File: src/dpws_pkg.sv
`timescale 1ns / 1ps

package dpws_pkg;

  // Packet store depth, checksum slot included.
  localparam int unsigned PACKET_DEPTH = 8;
  localparam int unsigned AddrW = $clog2(PACKET_DEPTH);
  localparam int unsigned CntW = $clog2(PACKET_DEPTH + 1);

  localparam int unsigned ByteW = 8;
  localparam int unsigned BitCntW = 4;
  localparam int unsigned CfgIdxW = 1;
  localparam int unsigned CfgDataW = 8;

  // Bit counter: start bit pending, then data bits 7 down to 0.
  localparam logic [BitCntW-1:0] BitCntStart = 4'd9;
  localparam logic [BitCntW-1:0] BitCntFirst = 4'd8;
  localparam logic [BitCntW-1:0] BitCntData = 4'd8;

  localparam logic [ByteW-1:0] OneHalfReset = 8'd57;
  localparam logic [ByteW-1:0] ZeroHalfReset = 8'd99;

  localparam logic [AddrW-1:0] LastDataSlot = AddrW'(PACKET_DEPTH - 1);

  typedef enum logic {
    ACT_LOAD = 1'b0,
    ACT_TICK = 1'b1
  } action_e;

  typedef enum logic [CfgIdxW-1:0] {
    CFG_ONE_HALF  = 1'b0,
    CFG_ZERO_HALF = 1'b1
  } cfg_idx_e;

  typedef struct packed {
    action_e          action;
    logic [ByteW-1:0] data_byte;
    logic             last_byte;
  } cmd_t;

  typedef struct packed {
    logic             rail_a;
    logic             rail_b;
    logic [ByteW-1:0] half_period;
    logic             packet_done;
    logic             busy_res;
  } res_t;

endpackage

File: src/dpws_if.sv
`timescale 1ns / 1ps

interface dpws_in_if;
  logic       valid;
  logic       ready;
  logic       action;
  logic [7:0] data_byte;
  logic       last_byte;

  modport source (output valid, output action, output data_byte, output last_byte,
                  input ready);
  modport sink (input valid, input action, input data_byte, input last_byte,
                output ready);
endinterface

interface dpws_out_if;
  logic       valid;
  logic       ready;
  logic       rail_a;
  logic       rail_b;
  logic [7:0] half_period;
  logic       packet_done;
  logic       busy_res;

  modport source (output valid, output rail_a, output rail_b, output half_period,
                  output packet_done, output busy_res, input ready);
  modport sink (input valid, input rail_a, input rail_b, input half_period,
                input packet_done, input busy_res, output ready);
endinterface

File: src/dcc_packet_waveform_serializer.sv
`timescale 1ns / 1ps

// DCC packet waveform serializer.
// The input channel carries one item per load or timer event. A load item
// (action low) writes a packet byte and folds it into the XOR checksum; a load
// with last_byte set also stores the checksum and starts sending the packet.
// A tick item (action high) marks the end of a timer half period. Every second
// tick chooses the next bit: a 0 start bit, then the byte MSB first, and 1s
// (preamble) while no packet is pending.
// Every item yields exactly one item on the output channel: the rail levels,
// the reload value for the following half periods, a done flag on the tick
// that chose the last packet bit, and a busy flag.
// An accepted item waits in the command queue, and the back end then writes its
// result into the output register, where it is valid. Throughput is one item per
// cycle while the receiver takes results, set by the single execution step in the
// back end, which updates all sequencer state and reads one store entry per cycle.
// A two-entry queue sits between the front end and the back end, and the
// result sits in an output register, so input keeps flowing while a result
// waits; when the receiver stalls, the back end holds and input ready drops as
// soon as both queue entries are taken. Reset empties the queue and the output
// register, restores the reload registers to 57 and 99, and leaves it idle.
module dcc_packet_waveform_serializer (
  input  logic                              clk_i,
  input  logic                              rst_ni,
  dpws_in_if.sink                           in_i,
  dpws_out_if.source                        out_o,
  input  logic                              cfg_we_i,
  input  logic [dpws_pkg::CfgIdxW-1:0]      cfg_index_i,
  input  logic [dpws_pkg::CfgDataW-1:0]     cfg_data_i
);

  dpws_pkg::cmd_t cmd;
  logic           cmd_valid;
  logic           cmd_pop;

  // Front end: accepts and decodes items into the command queue.
  dpws_front u_front (
    .clk_i       (clk_i),
    .rst_ni      (rst_ni),
    .in_i        (in_i),
    .cmd_o       (cmd),
    .cmd_valid_o (cmd_valid),
    .cmd_pop_i   (cmd_pop)
  );

  // Back end: runs one command per cycle whenever the result register is free.
  dpws_back u_back (
    .clk_i       (clk_i),
    .rst_ni      (rst_ni),
    .cmd_i       (cmd),
    .cmd_valid_i (cmd_valid),
    .cmd_pop_o   (cmd_pop),
    .cfg_we_i    (cfg_we_i),
    .cfg_index_i (cfg_index_i),
    .cfg_data_i  (cfg_data_i),
    .out_o       (out_o)
  );

`ifndef SYNTHESIS
  // A done flag only comes from a bit choice that ends the packet.
  assert property (@(posedge clk_i) disable iff (!rst_ni)
    out_o.valid && out_o.packet_done |-> out_o.rail_b && !out_o.busy_res)
    else $error("packet_done without bit choice at packet end");

  // Two done flags can never arrive in consecutive results.
  assert property (@(posedge clk_i) disable iff (!rst_ni)
    out_o.valid && out_o.ready && out_o.packet_done |=>
      !(out_o.valid && out_o.packet_done))
    else $error("back-to-back packet_done");

  // The queue can only be full while the result register is held by the receiver.
  assert property (@(posedge clk_i) disable iff (!rst_ni)
    !in_i.ready |-> out_o.valid)
    else $error("queue full while output register is empty");
`endif

endmodule

File: src/dpws_front.sv
`timescale 1ns / 1ps

// Accepts items, decodes them into commands and holds them in a two-entry queue.
module dpws_front (
  input  logic                clk_i,
  input  logic                rst_ni,
  dpws_in_if.sink             in_i,
  output dpws_pkg::cmd_t      cmd_o,
  output logic                cmd_valid_o,
  input  logic                cmd_pop_i
);

  dpws_pkg::cmd_t slot_q [2];
  logic [1:0]     count_q, count_d;
  logic           wr_ptr_q, rd_ptr_q;
  logic           push, pop;
  dpws_pkg::cmd_t cmd_in;

  assign in_i.ready  = (count_q != 2'd2);
  assign push        = in_i.valid && in_i.ready;
  assign pop         = cmd_pop_i && (count_q != 2'd0);
  assign cmd_valid_o = (count_q != 2'd0);
  assign cmd_o       = slot_q[rd_ptr_q];

  always_comb begin
    cmd_in.action    = dpws_pkg::action_e'(in_i.action);
    cmd_in.data_byte = in_i.data_byte;
    cmd_in.last_byte = in_i.last_byte;
  end

  always_comb begin
    count_d = count_q;
    if (push && !pop) begin
      count_d = count_q + 2'd1;
    end else if (pop && !push) begin
      count_d = count_q - 2'd1;
    end
  end

  always_ff @(posedge clk_i or negedge rst_ni) begin
    if (!rst_ni) begin
      count_q  <= 2'd0;
      wr_ptr_q <= 1'b0;
      rd_ptr_q <= 1'b0;
    end else begin
      count_q <= count_d;
      if (push) begin
        wr_ptr_q <= ~wr_ptr_q;
      end
      if (pop) begin
        rd_ptr_q <= ~rd_ptr_q;
      end
    end
  end

  always_ff @(posedge clk_i) begin
    if (push) begin
      slot_q[wr_ptr_q] <= cmd_in;
    end
  end

endmodule

File: src/dpws_back.sv
`timescale 1ns / 1ps

// Executes queued commands: packet store, checksum, bit sequencer, result register.
module dpws_back (
  input  logic                              clk_i,
  input  logic                              rst_ni,
  input  dpws_pkg::cmd_t                    cmd_i,
  input  logic                              cmd_valid_i,
  output logic                              cmd_pop_o,
  input  logic                              cfg_we_i,
  input  logic [dpws_pkg::CfgIdxW-1:0]      cfg_index_i,
  input  logic [dpws_pkg::CfgDataW-1:0]     cfg_data_i,
  dpws_out_if.source                        out_o
);

  localparam int unsigned AddrW = dpws_pkg::AddrW;
  localparam int unsigned CntW = dpws_pkg::CntW;
  localparam int unsigned ByteW = dpws_pkg::ByteW;
  localparam int unsigned BitCntW = dpws_pkg::BitCntW;

  logic [ByteW-1:0]   store_q [dpws_pkg::PACKET_DEPTH];
  logic [AddrW-1:0]   write_index_q, write_index_d;
  logic [ByteW-1:0]   running_xor_q, running_xor_d;
  logic [CntW-1:0]    packet_length_q, packet_length_d;
  logic [CntW-1:0]    byte_index_q, byte_index_d;
  logic [BitCntW-1:0] bit_counter_q, bit_counter_d;
  logic               second_half_q, second_half_d;
  logic [ByteW-1:0]   reload_q, reload_d;
  logic [ByteW-1:0]   one_half_q, zero_half_q;
  dpws_pkg::res_t     res_q, res_d;
  logic               out_valid_q;

  logic               data_we, sum_we;
  logic [AddrW-1:0]   data_addr, sum_addr;
  logic [ByteW-1:0]   sum_value;
  logic [ByteW-1:0]   cur_byte;
  logic [BitCntW-1:0] bit_idx;
  logic               cur_bit;
  logic               step;

  assign step      = cmd_valid_i && (!out_valid_q || out_o.ready);
  assign cmd_pop_o = step;

  assign cur_byte = (byte_index_q < CntW'(dpws_pkg::PACKET_DEPTH))
                    ? store_q[byte_index_q[AddrW-1:0]] : '0;

  always_comb begin
    write_index_d   = write_index_q;
    running_xor_d   = running_xor_q;
    packet_length_d = packet_length_q;
    byte_index_d    = byte_index_q;
    bit_counter_d   = bit_counter_q;
    second_half_d   = second_half_q;
    reload_d        = reload_q;
    data_we         = 1'b0;
    sum_we          = 1'b0;
    data_addr       = write_index_q;
    sum_addr        = write_index_q;
    sum_value       = running_xor_q;
    bit_idx         = bit_counter_q - 4'd1;
    cur_bit         = 1'b0;
    res_d.packet_done = 1'b0;

    unique case (cmd_i.action)
      dpws_pkg::ACT_LOAD: begin
        if (write_index_q < dpws_pkg::LastDataSlot) begin
          data_we       = 1'b1;
          running_xor_d = running_xor_q ^ cmd_i.data_byte;
          write_index_d = write_index_q + AddrW'(1);
        end
        if (cmd_i.last_byte) begin
          // The checksum lands just behind the data; a full store keeps its slot.
          sum_we          = 1'b1;
          sum_addr        = write_index_d;
          sum_value       = running_xor_d;
          packet_length_d = CntW'(write_index_d) + CntW'(1);
          byte_index_d    = '0;
          bit_counter_d   = dpws_pkg::BitCntStart;
          write_index_d   = '0;
          running_xor_d   = '0;
        end
      end
      dpws_pkg::ACT_TICK: begin
        if (second_half_q) begin
          second_half_d = 1'b0;
        end else begin
          second_half_d = 1'b1;
          if (byte_index_q < packet_length_q) begin
            if (bit_counter_q == dpws_pkg::BitCntStart) begin
              bit_counter_d = dpws_pkg::BitCntFirst;
              reload_d      = zero_half_q;
            end else begin
              bit_counter_d = bit_idx;
              if (bit_idx < dpws_pkg::BitCntData) begin
                cur_bit = cur_byte[bit_idx[2:0]];
              end
              reload_d = cur_bit ? one_half_q : zero_half_q;
            end
            if (bit_counter_d == '0) begin
              bit_counter_d = dpws_pkg::BitCntStart;
              byte_index_d  = byte_index_q + CntW'(1);
              if (byte_index_d >= packet_length_q) begin
                res_d.packet_done = 1'b1;
              end
            end
          end else begin
            reload_d = one_half_q;
          end
        end
      end
      default: ;
    endcase

    res_d.rail_a      = ~second_half_d;
    res_d.rail_b      = second_half_d;
    res_d.half_period = reload_d;
    res_d.busy_res    = (byte_index_d < packet_length_d);
  end

  always_ff @(posedge clk_i or negedge rst_ni) begin
    if (!rst_ni) begin
      write_index_q   <= '0;
      running_xor_q   <= '0;
      packet_length_q <= '0;
      byte_index_q    <= '0;
      bit_counter_q   <= dpws_pkg::BitCntStart;
      second_half_q   <= 1'b0;
      reload_q        <= dpws_pkg::OneHalfReset;
      out_valid_q     <= 1'b0;
    end else begin
      if (step) begin
        write_index_q   <= write_index_d;
        running_xor_q   <= running_xor_d;
        packet_length_q <= packet_length_d;
        byte_index_q    <= byte_index_d;
        bit_counter_q   <= bit_counter_d;
        second_half_q   <= second_half_d;
        reload_q        <= reload_d;
        out_valid_q     <= 1'b1;
      end else if (out_o.ready) begin
        out_valid_q <= 1'b0;
      end
    end
  end

  always_ff @(posedge clk_i or negedge rst_ni) begin
    if (!rst_ni) begin
      one_half_q  <= dpws_pkg::OneHalfReset;
      zero_half_q <= dpws_pkg::ZeroHalfReset;
    end else if (cfg_we_i) begin
      unique case (dpws_pkg::cfg_idx_e'(cfg_index_i))
        dpws_pkg::CFG_ONE_HALF:  one_half_q  <= cfg_data_i;
        dpws_pkg::CFG_ZERO_HALF: zero_half_q <= cfg_data_i;
        default: ;
      endcase
    end
  end

  always_ff @(posedge clk_i) begin
    if (step) begin
      res_q <= res_d;
    end
    for (int e = 0; e < int'(dpws_pkg::PACKET_DEPTH); e++) begin
      if (step && sum_we && (sum_addr == AddrW'(e))) begin
        store_q[e] <= sum_value;
      end else if (step && data_we && (data_addr == AddrW'(e))) begin
        store_q[e] <= cmd_i.data_byte;
      end
    end
  end

  assign out_o.valid       = out_valid_q;
  assign out_o.rail_a      = res_q.rail_a;
  assign out_o.rail_b      = res_q.rail_b;
  assign out_o.half_period = res_q.half_period;
  assign out_o.packet_done = res_q.packet_done;
  assign out_o.busy_res    = res_q.busy_res;

endmodule

File: src/flat_wrapper.sv
// flat-port wrapper written by rule: the top's interface ports become plain ports
module dcc_packet_waveform_serializer_flat 
  (clk_i, rst_ni, cfg_we_i, cfg_index_i, cfg_data_i, in_i_valid, in_i_action, in_i_data_byte, in_i_last_byte, in_i_ready, out_o_valid, out_o_rail_a, out_o_rail_b, out_o_half_period, out_o_packet_done, out_o_busy_res, out_o_ready);
  dpws_in_if in_i_i ();
  dpws_out_if out_o_i ();
  input  logic clk_i;
  input  logic rst_ni;
  input  logic cfg_we_i;
  input  logic [dpws_pkg::CfgIdxW-1:0] cfg_index_i;
  input  logic [dpws_pkg::CfgDataW-1:0] cfg_data_i;
  input wire logic [$bits(in_i_i.valid)-1:0] in_i_valid;
  input wire logic [$bits(in_i_i.action)-1:0] in_i_action;
  input wire logic [$bits(in_i_i.data_byte)-1:0] in_i_data_byte;
  input wire logic [$bits(in_i_i.last_byte)-1:0] in_i_last_byte;
  output wire logic [$bits(in_i_i.ready)-1:0] in_i_ready;
  output wire logic [$bits(out_o_i.valid)-1:0] out_o_valid;
  output wire logic [$bits(out_o_i.rail_a)-1:0] out_o_rail_a;
  output wire logic [$bits(out_o_i.rail_b)-1:0] out_o_rail_b;
  output wire logic [$bits(out_o_i.half_period)-1:0] out_o_half_period;
  output wire logic [$bits(out_o_i.packet_done)-1:0] out_o_packet_done;
  output wire logic [$bits(out_o_i.busy_res)-1:0] out_o_busy_res;
  input wire logic [$bits(out_o_i.ready)-1:0] out_o_ready;
  assign in_i_i.valid = in_i_valid;
  assign in_i_i.action = in_i_action;
  assign in_i_i.data_byte = in_i_data_byte;
  assign in_i_i.last_byte = in_i_last_byte;
  assign in_i_ready = in_i_i.ready;
  assign out_o_valid = out_o_i.valid;
  assign out_o_rail_a = out_o_i.rail_a;
  assign out_o_rail_b = out_o_i.rail_b;
  assign out_o_half_period = out_o_i.half_period;
  assign out_o_packet_done = out_o_i.packet_done;
  assign out_o_busy_res = out_o_i.busy_res;
  assign out_o_i.ready = out_o_ready;
  dcc_packet_waveform_serializer u_core (.clk_i(clk_i), .rst_ni(rst_ni), .in_i(in_i_i), .out_o(out_o_i), .cfg_we_i(cfg_we_i), .cfg_index_i(cfg_index_i), .cfg_data_i(cfg_data_i));
endmodule
File: config.mk
export PLATFORM = sky130hd
export DESIGN_NAME = dcc_packet_waveform_serializer_flat
export DESIGN_NICKNAME = d
export VERILOG_FILES = /design/src/dpws_pkg.sv /design/src/dpws_if.sv /design/src/dcc_packet_waveform_serializer.sv /design/src/dpws_front.sv /design/src/dpws_back.sv /design/src/flat_wrapper.sv
export SDC_FILE = /design/constraint.sdc
export NUM_CORES = 1
export LEC_CHECK = 0
export BUFFER_PORTS_ARGS = -buffer_cell sky130_fd_sc_hd__buf_2
export CAP_MARGIN = 20
export CORE_UTILIZATION = 35
export CTS_BUF_LIST = sky130_fd_sc_hd__clkbuf_4 sky130_fd_sc_hd__clkbuf_8 sky130_fd_sc_hd__clkbuf_16
export DETAILED_ROUTE_END_ITERATION = 12
export HOLD_SLACK_MARGIN = 0.12
export PLACE_DENSITY = 0.56
export SLEW_MARGIN = 20
export SYNTH_ARGS = -nofsm -noshare
export SYNTH_HDL_FRONTEND = slang
export SYNTH_HIERARCHICAL = 1
export SYNTH_SLANG_ARGS = --single-unit
File: constraint.sdc
create_clock -name clk_i -period 3 [get_ports clk_i]
set_input_delay 0.45 -clock clk_i [delete_from_list [all_inputs] [get_ports clk_i]]
set_output_delay 0.45 -clock clk_i [all_outputs]
set_load 0.02 [all_outputs]
==> run_results.csv, run 1 <==
group,metric,value,unit
place,placed_area,8530,sq um
drt,ant_nets,0,
sta,fin_skew,0.00849,ns
clock_network,htreeDepth,4,
sta,post-route-period-util,101,%
setup_path,rr_endpoint,"u_core/u_back/out_o.busy_res$_DFFE_PP_",
power,power_frac_seq,32.2,%
synthesis,syn_area,7860,sq um
setup_path,cp.arrival,3.27,ns
grt,grt_pass1_vias,5447,
synthesis,synth_area_leaders,"edfxtp_1 (37%), mux2_2 (13%), dfrtp_1 (12%)",
finish,n_antenna_cell,0,
synthesis,synth-edff-count,96,
setup_path,ff2ff_path_depth,11,
drt,vias,5243,
place,place.port_buffers,37,
synthesis,ys_types,66,
synthesis,yosys.cell_count.top_type,"edfxtp_1",
synthesis,yosys.area.top_type,"edfxtp_1",
clock_network,cts_tree,"done",
setup_path,r2r_slack,-0.02,ns
power,finalPower,10.3,mW
drt,drc,4,
grt,grt_max_degree,54,
sta,final.setup.tns,-0.0226,ns
setup_path,r2r_start,"u_core/u_back/bit_counter_q[0]$_DFFE_PN1P_",
die,rows,54,
sta,fmax,331,MHz
grt,grt_usage,16.1,%
die,die-area,23100,sq um
finish,final_area,9240,sq um
die,core,22000,sq um
grt,grt-ovfl-total,0,
grt,antenna_found_initial,0,
power,leakage,3.64,nW
setup_path,startpoint,"u_core/u_back/bit_counter_q[0]$_DFFE_PN1P_",
setup_path,crit_fanout,6,
clock_network,clkLatencyLatePin,0.42,ns
synthesis,synth.avg_cell_area,12.7,sq um
grt,grt_pass1_wl,28900,um
power,ir_drop,475,uV
setup_path,required,3.24,ns
power,p_sw,3.93,mW
run_status,status,"complete, but fails checks",
setup_path,cp-end-kind,"flip-flop",
setup_path,crit_end,"u_core/u_back/out_o.busy_res$_DFFE_PP_",
clock_network,clock_path_buffers,2,
power,switching_share,38.3,%
sta,fin_crit,3.02,ns
synthesis,ys.flop_type,"edfxtp_1",
place,gp_congestion,0.861,
min_path,hp-class,"in2async",
clock_network,clk_pin_slew,0.07,ns
finish,fin_nets,738,
place,dp_cells,945,
die,ioPinCount,38,
clock_network,ctsHoldBuffers,0,
finish,drive_gt1_share,35.5,%
die,start_util,35.8,%
die,die_w,152,um
synthesis,synth_top_area_share,36.7,%
sta,worst_slew_pin_slew,0.770,ns
sta,whs,0.171,ns
synthesis,synth_nets,670,
drt,drtPass1Iterations,9,
synthesis,async_reset_ff_share,35.6,%
sta,final_hold_viol_count,0,
clock_network,numCtsBuffers,17,
drt,wl,18100,um
finish,fin_cells,982,
power,powerDensity,1110,nW/um^2
synthesis,yosysSeqAreaShare,53.7,%
run,maxCapViolCount,0,
sta,slew_headroom,48.5,%
synthesis,netlist_instances,621,
finish,area_growth,17.5,%
setup_path,cp-start-kind,"flip-flop",
sta,drv_slew,0,
power,clkPwrFrac,20.7,%
place,hpwl,12600,um
power,p_comb_share,47.0,%
drt,first_iter_violations,316,
synthesis,ys_ff_latch,149,
sta,final-setup-viol-count,1,
drt,wl_per_cell,18.4,um
clock_network,cts.sinks,149,
power,p_int,6.32,mW
drt,post_drt_via_cell_ratio,5.34,
clock_network,cts_root_buf,"clkbuf_16",
run_status,violations,"DRC, setup timing",
synthesis,synthTopCellsByCount,"edfxtp_1 (96), mux2_2 (94), nand2_1 (69), dfrtp_1 (39), o21ai_0 (28)",
sta,rsz0062_at_grt,"yes",
setup_path,worstSetupPathType,"reg2reg",
synthesis,synth_warnings,6,
sta,layout_setup_ws,-0.0226,ns
die,fp.dieH,152,um
==> power by group through the flow <==
| stage | sequential [mW] | combinational (mW) | clock [mW] |
|---|---|---|---|
| floorplan | 3.39 | 3.27 | 0 |
| global placement | 3.31 | 4.51 | 0 |
| detailed placement | 3.33 | 4.63 | 0 |
| CTS | 3.29 | 4.66 | 2.17 |
| global route | 3.36 | 5.24 | 2.25 |
| finish | 3.30 | 4.82 | 2.13 |
==> through the flow <==
step	utilization, %	worst slack, ns
after global routing	42.1	-0.148
after floorplan	-	0.0338
after detailed placement	38.9	-0.0198
after CTS	41.6	0.0272
final	42.1	-0.0226
after global placement	38.9	0.0520
==> layout make-up <==
cell class,instances,area [sq um]
Clock buffer,18,433
Clock inverter,14,166
Multi-Input combinational cell,425,3480
Fill cell,1977,12700
Tap cell,280,350
Sequential cell,149,4230
Inverter,18,67.6
Timing Repair Buffer,78,513
==> flip-flops by register name, indices dropped and copies added (netlist names), 2 cells and up <==
| name | flops |
|---|---|
| u_core/u_back/store_q | 64 |
| u_core/u_front/slot_q | 20 |
| u_core/u_back/one_half_q | 8 |
| u_core/u_back/out_o.half_period | 8 |
| u_core/u_back/reload_q | 8 |
| u_core/u_back/running_xor_q | 8 |
| u_core/u_back/zero_half_q | 8 |
| u_core/u_back/bit_counter_q | 4 |
| u_core/u_back/byte_index_q | 4 |
| u_core/u_back/packet_length_q | 4 |
| u_core/u_back/data_addr | 3 |
| u_core/u_front/count_q | 2 |
==> worst max-delay path, stage by stage, from the launching register on <==
cell and delay [ns]:
dfstp_2 0.60, buf_6 0.14, ha_1 0.17, o211ai_1 0.14, or2_4 0.29, nor4_4 0.32, nand4_1 0.19, xor2_1 0.19
o21ai_1 0.15, ha_1 0.28, o211a_1 0.16, a221oi_2 0.23
==> what timing repair did <==
action	4_1_cts	5_1_grt
buffers inserted	0	5
hold endpoints to repair	0	0
pin swaps	1	12
gates resized for setup	0	17
endpoints found under the setup margin	1	6
==> cells in the final DEF, fill, tap and decap left out, types with 6 or more instances in the layout <==
cell type and instances:
ha_1 23, xnor2_1 13, mux4_2 9, nor2b_1 6, nand2b_1 9, nand3_1 20
dfrtp_1 39, clkbuf_16 17, nor2_1 21, edfxtp_1 96, and3_1 11, mux2_2 93
nand2_1 69, mux2i_1 14, dfstp_2 14, o21ai_0 27, nand4_1 7, a22oi_1 13
a221o_1 8, inv_1 15, buf_4 38, buf_2 37, a21oi_1 13
==> routing by layer <==
metal / share of wire (%) / global-route usage [%] / vias to the layer above
li1: - / - / 2473
met1: 45 / 19.9 / 2640
met2: 50 / 28.4 / 108
met3: 3.1 / 2.80 / 22
met4: 1.4 / 5.44 / 0
met5: 0 / 0 / -
==> how the worst min path moves through the flow <==
stage | slack [ns] | endpoint | depth (start not counted)
2_1_floorplan | 0.15 | u_core/u_back/bit_counter_q[1]$_DFFE_PN0P_ | 0
3_3_place_gp | 0.46 | u_core/u_back/bit_counter_q[3]$_DFFE_PN1P_ | 2
3_5_place_dp | 0.47 | u_core/u_back/bit_counter_q[3]$_DFFE_PN1P_ | 2
4_1_cts | 0.19 | u_core/u_back/reload_q[2]$_DFFE_PN0P_ | 2
5_1_grt | 0.20 | u_core/u_front/slot_q[1][6]$_DFFE_PP_ | 1
6_report | 0.17 | u_core/u_back/zero_half_q[7]$_DFFE_PN0P_ | 2
==> cell families after synthesis <==
group	synth area share, %
xor+xnor	2.00
flops	53.7
simple gates	10.9
fa+ha+maj	3.98
mux	18.2
compound gates	8.42
buf+inv	2.75
Power figures use the tool's default switching activity.
==> run 2: changes to the inputs <==
--- a/config.mk
+++ b/config.mk
@@ -7,11 +7,12 @@
 export LEC_CHECK = 0
 export BUFFER_PORTS_ARGS = -buffer_cell sky130_fd_sc_hd__buf_2
 export CAP_MARGIN = 20
-export CORE_UTILIZATION = 35
+export CORE_MARGIN = 2
+export CORE_UTILIZATION = 56
 export CTS_BUF_LIST = sky130_fd_sc_hd__clkbuf_4 sky130_fd_sc_hd__clkbuf_8 sky130_fd_sc_hd__clkbuf_16
 export DETAILED_ROUTE_END_ITERATION = 12
 export HOLD_SLACK_MARGIN = 0.12
-export PLACE_DENSITY = 0.56
+export PLACE_DENSITY = 0.81
 export SLEW_MARGIN = 20
 export SYNTH_ARGS = -nofsm -noshare
 export SYNTH_HDL_FRONTEND = slang
==> run_results.csv, run 2 (synthesis gave the netlist of run 1 again) <==
group,metric,value,unit
die,core,13800,sq um
place,gp_congestion,0.871,
finish,top_register,"u_core/u_back/store_q",
grt,grt-ovfl-total,0,
setup_path,crit_end,"u_core/u_back/out_o.busy_res$_DFFE_PP_",
power,leakage,3.64,nW
run_status,status,"complete, but fails checks",
die,ioPinCount,38,
setup_path,worstSetupPathType,"reg2reg",
setup_path,startpoint,"u_core/u_back/bit_counter_q[1]$_DFFE_PN0P_",
die,rows,43,
power,powerDensity,1120,nW/um^2
drt,vias,5441,
clock_network,cts_root_buf,"clkbuf_16",
die,fp.dieH,123,um
drt,first_iter_violations,437,
drt,post_drt_via_cell_ratio,6.18,
clock_network,clock_path_buffers,2,
setup_path,slowest_delay,0.41,ns
setup_path,crit_fanout,3,
clock_network,numCtsBuffers,17,
sta,drv_slew,0,
sta,rsz0062_at_grt,"yes",
run,maxCapViolCount,0,
sta,fmax,333,MHz
setup_path,crit_chain,"buf_6 -> nor3_4 -> mux2_4 -> or2_4 -> nor4_4 -> nand4_1 -> xor2_1 -> o21ai_1 -> ha_1 -> o211a_1 -> a221oi_2",
place,dp_slack,-0.0728,ns
run_status,violations,"setup timing",
setup_path,cp-start-kind,"flip-flop",
grt,grt_max_degree,26,
finish,final_cell_mix,"edfxtp_1 (96), mux2_2 (93), nand2_1 (69)",
clock_network,clkLatencyLatePin,0.43,ns
sta,final-setup-viol-count,1,
grt,antenna_found_initial,0,
finish,drive_gt1_share,35.4,%
drt,ant_nets,0,
drt,drtPass1Iterations,5,
min_path,hp-class,"in2reg",
sta,slew_headroom,44.9,%
clock_network,clk_pin_slew,0.06,ns
drt,drc,0,
sta,layout_setup_ws,-0.000726,ns
finish,fin_nets,736,
sta,final_hold_viol_count,0,
setup_path,required,3.26,ns
setup_path,r2r_slack,-0.0007,ns
drt,wl,17700,um
setup_path,cp.arrival,3.26,ns
sta,worst_slew_pin_slew,0.824,ns
clock_network,htreeDepth,4,
finish,finish.utilization,66.0,%
die,die-area,15000,sq um
setup_path,rr_endpoint,"u_core/u_back/out_o.busy_res$_DFFE_PP_",
setup_path,ff2ff_path_depth,11,
setup_path,worst_path_max_delay_cell,"dfrtp_1",
die,die_w,123,um
grt,grt_pass1_wl,28600,um
place,place.port_buffers,37,
finish,final_common_cell,"edfxtp_1",
finish,fillCellCount,1016,
drt,wl_per_cell,20.1,um
finish,reg_top3,"u_core/u_back/store_q (64), u_core/u_front/slot_q (20)",
sta,fin_skew,0.00824,ns
finish,largest_reg_flops,64,
sta,whs,0.208,ns
finish,area_growth,15.6,%
setup_path,r2r_start,"u_core/u_back/bit_counter_q[1]$_DFFE_PN0P_",
clock_network,cts_tree,"done",
finish,n_antenna_cell,0,
die,start_util,57.1,%
clock_network,cts.sinks,149,
setup_path,cp-end-kind,"flip-flop",
sta,post-route-period-util,100,%
power,ir_drop,649,uV
grt,grt_usage,25.2,%
grt,grt_pass1_vias,5729,
sta,fin_crit,3.00,ns
place,hpwl,12000,um
run 2: cell count changes in the layout (fill, tap and decap cells not counted), sizes merged:
cell / previous run / this run
clkinvlp: 1 / 0
clkinv: 8 / 5
bufinv: 1 / 0
clkbuf: 18 / 23
dlygate4sd3: 0 / 1
buf: 78 / 75
run 2: metal layers:
metal  wire length, um  vias to the layer above  GRT usage [%]  part of all wire, %
met4               466                        0           12.2                  2.6
met2              9050                      220           42.6                   51
met3              1090                       42           5.11                  6.2
met5                 0                        -              0                    0
met1              7040                     2711           31.1                   40
li1                  -                     2468              -                    -
run 2: where the power goes:
| group | switching, mW | leakage [nW] | internal [mW] |
|---|---|---|---|
| Clock | 0.832 | 0.285 | 1.17 |
| Combinational | 2.73 | 1.83 | 2.14 |
| Sequential | 0.310 | 1.52 | 3.02 |
run 2: area by class of cell:
cell class                 count  area [sq um]  area share, %
timing repair buffer          76           504           5.55
clock buffer                  23           494           5.44
multi-input combinational    425          3510           38.6
tap                          180           225           2.48
inverter                      18          67.6          0.743
clock inverter                 9          66.3          0.729
sequential                   149          4230           46.5
run 2: metrics by stage:
step / TNS [ns] / power [mW] / instance area (sq um) / std cells
3_3_place_gp: 0 / 7.67 / 8360 / 839
2_1_floorplan: 0 / 6.66 / 7860 / 621
6_report: -0.000726 / 10.2 / 9090 / 880
3_5_place_dp: -0.0728 / 7.89 / 8360 / 839
4_1_cts: 0 / 9.93 / 8930 / 872
5_1_grt: -0.117 / 10.8 / 9090 / 880
run 2: worst min-delay path by stage:
stage                                  from                                    endpoint  cells past startpoint
final                     in_i_data_byte[4]       u_core/u_front/slot_q[1][5]$_DFFE_PP_                      1
after global routing      in_i_data_byte[4]       u_core/u_front/slot_q[1][5]$_DFFE_PP_                      1
after CTS                 in_i_data_byte[4]       u_core/u_front/slot_q[1][5]$_DFFE_PP_                      1
after detailed placement             rst_ni      u_core/u_back/data_addr[1]$_DFFE_PN0P_                      1
after global placement               rst_ni      u_core/u_back/data_addr[0]$_DFFE_PN0P_                      1
after floorplan                      rst_ni  u_core/u_back/bit_counter_q[1]$_DFFE_PN0P_                      0
run 2: what timing repair did:
action | in CTS | in global routing
cloned | 0 | 0
pin swaps | 1 | 9
endpoints found under the hold margin | 13 | 0
resized for setup | 1 | 23
endpoints found under the setup margin | 1 | 30
buffers inserted | 0 | 8
hold buffers | 1 | 0
run 2: worst max-delay path: cells and delay by family, from the launching register on:
family                   cells  cell delay, ns
buffers and inverters        1            0.14
AO/OA/AOI/OAI                3            0.57
adder cells (fa/ha/maj)      1            0.29
flip-flops                   1            0.41
XOR/XNOR                     1            0.18
multiplexers                 1            0.33
AND/OR/NAND/NOR              4            0.91
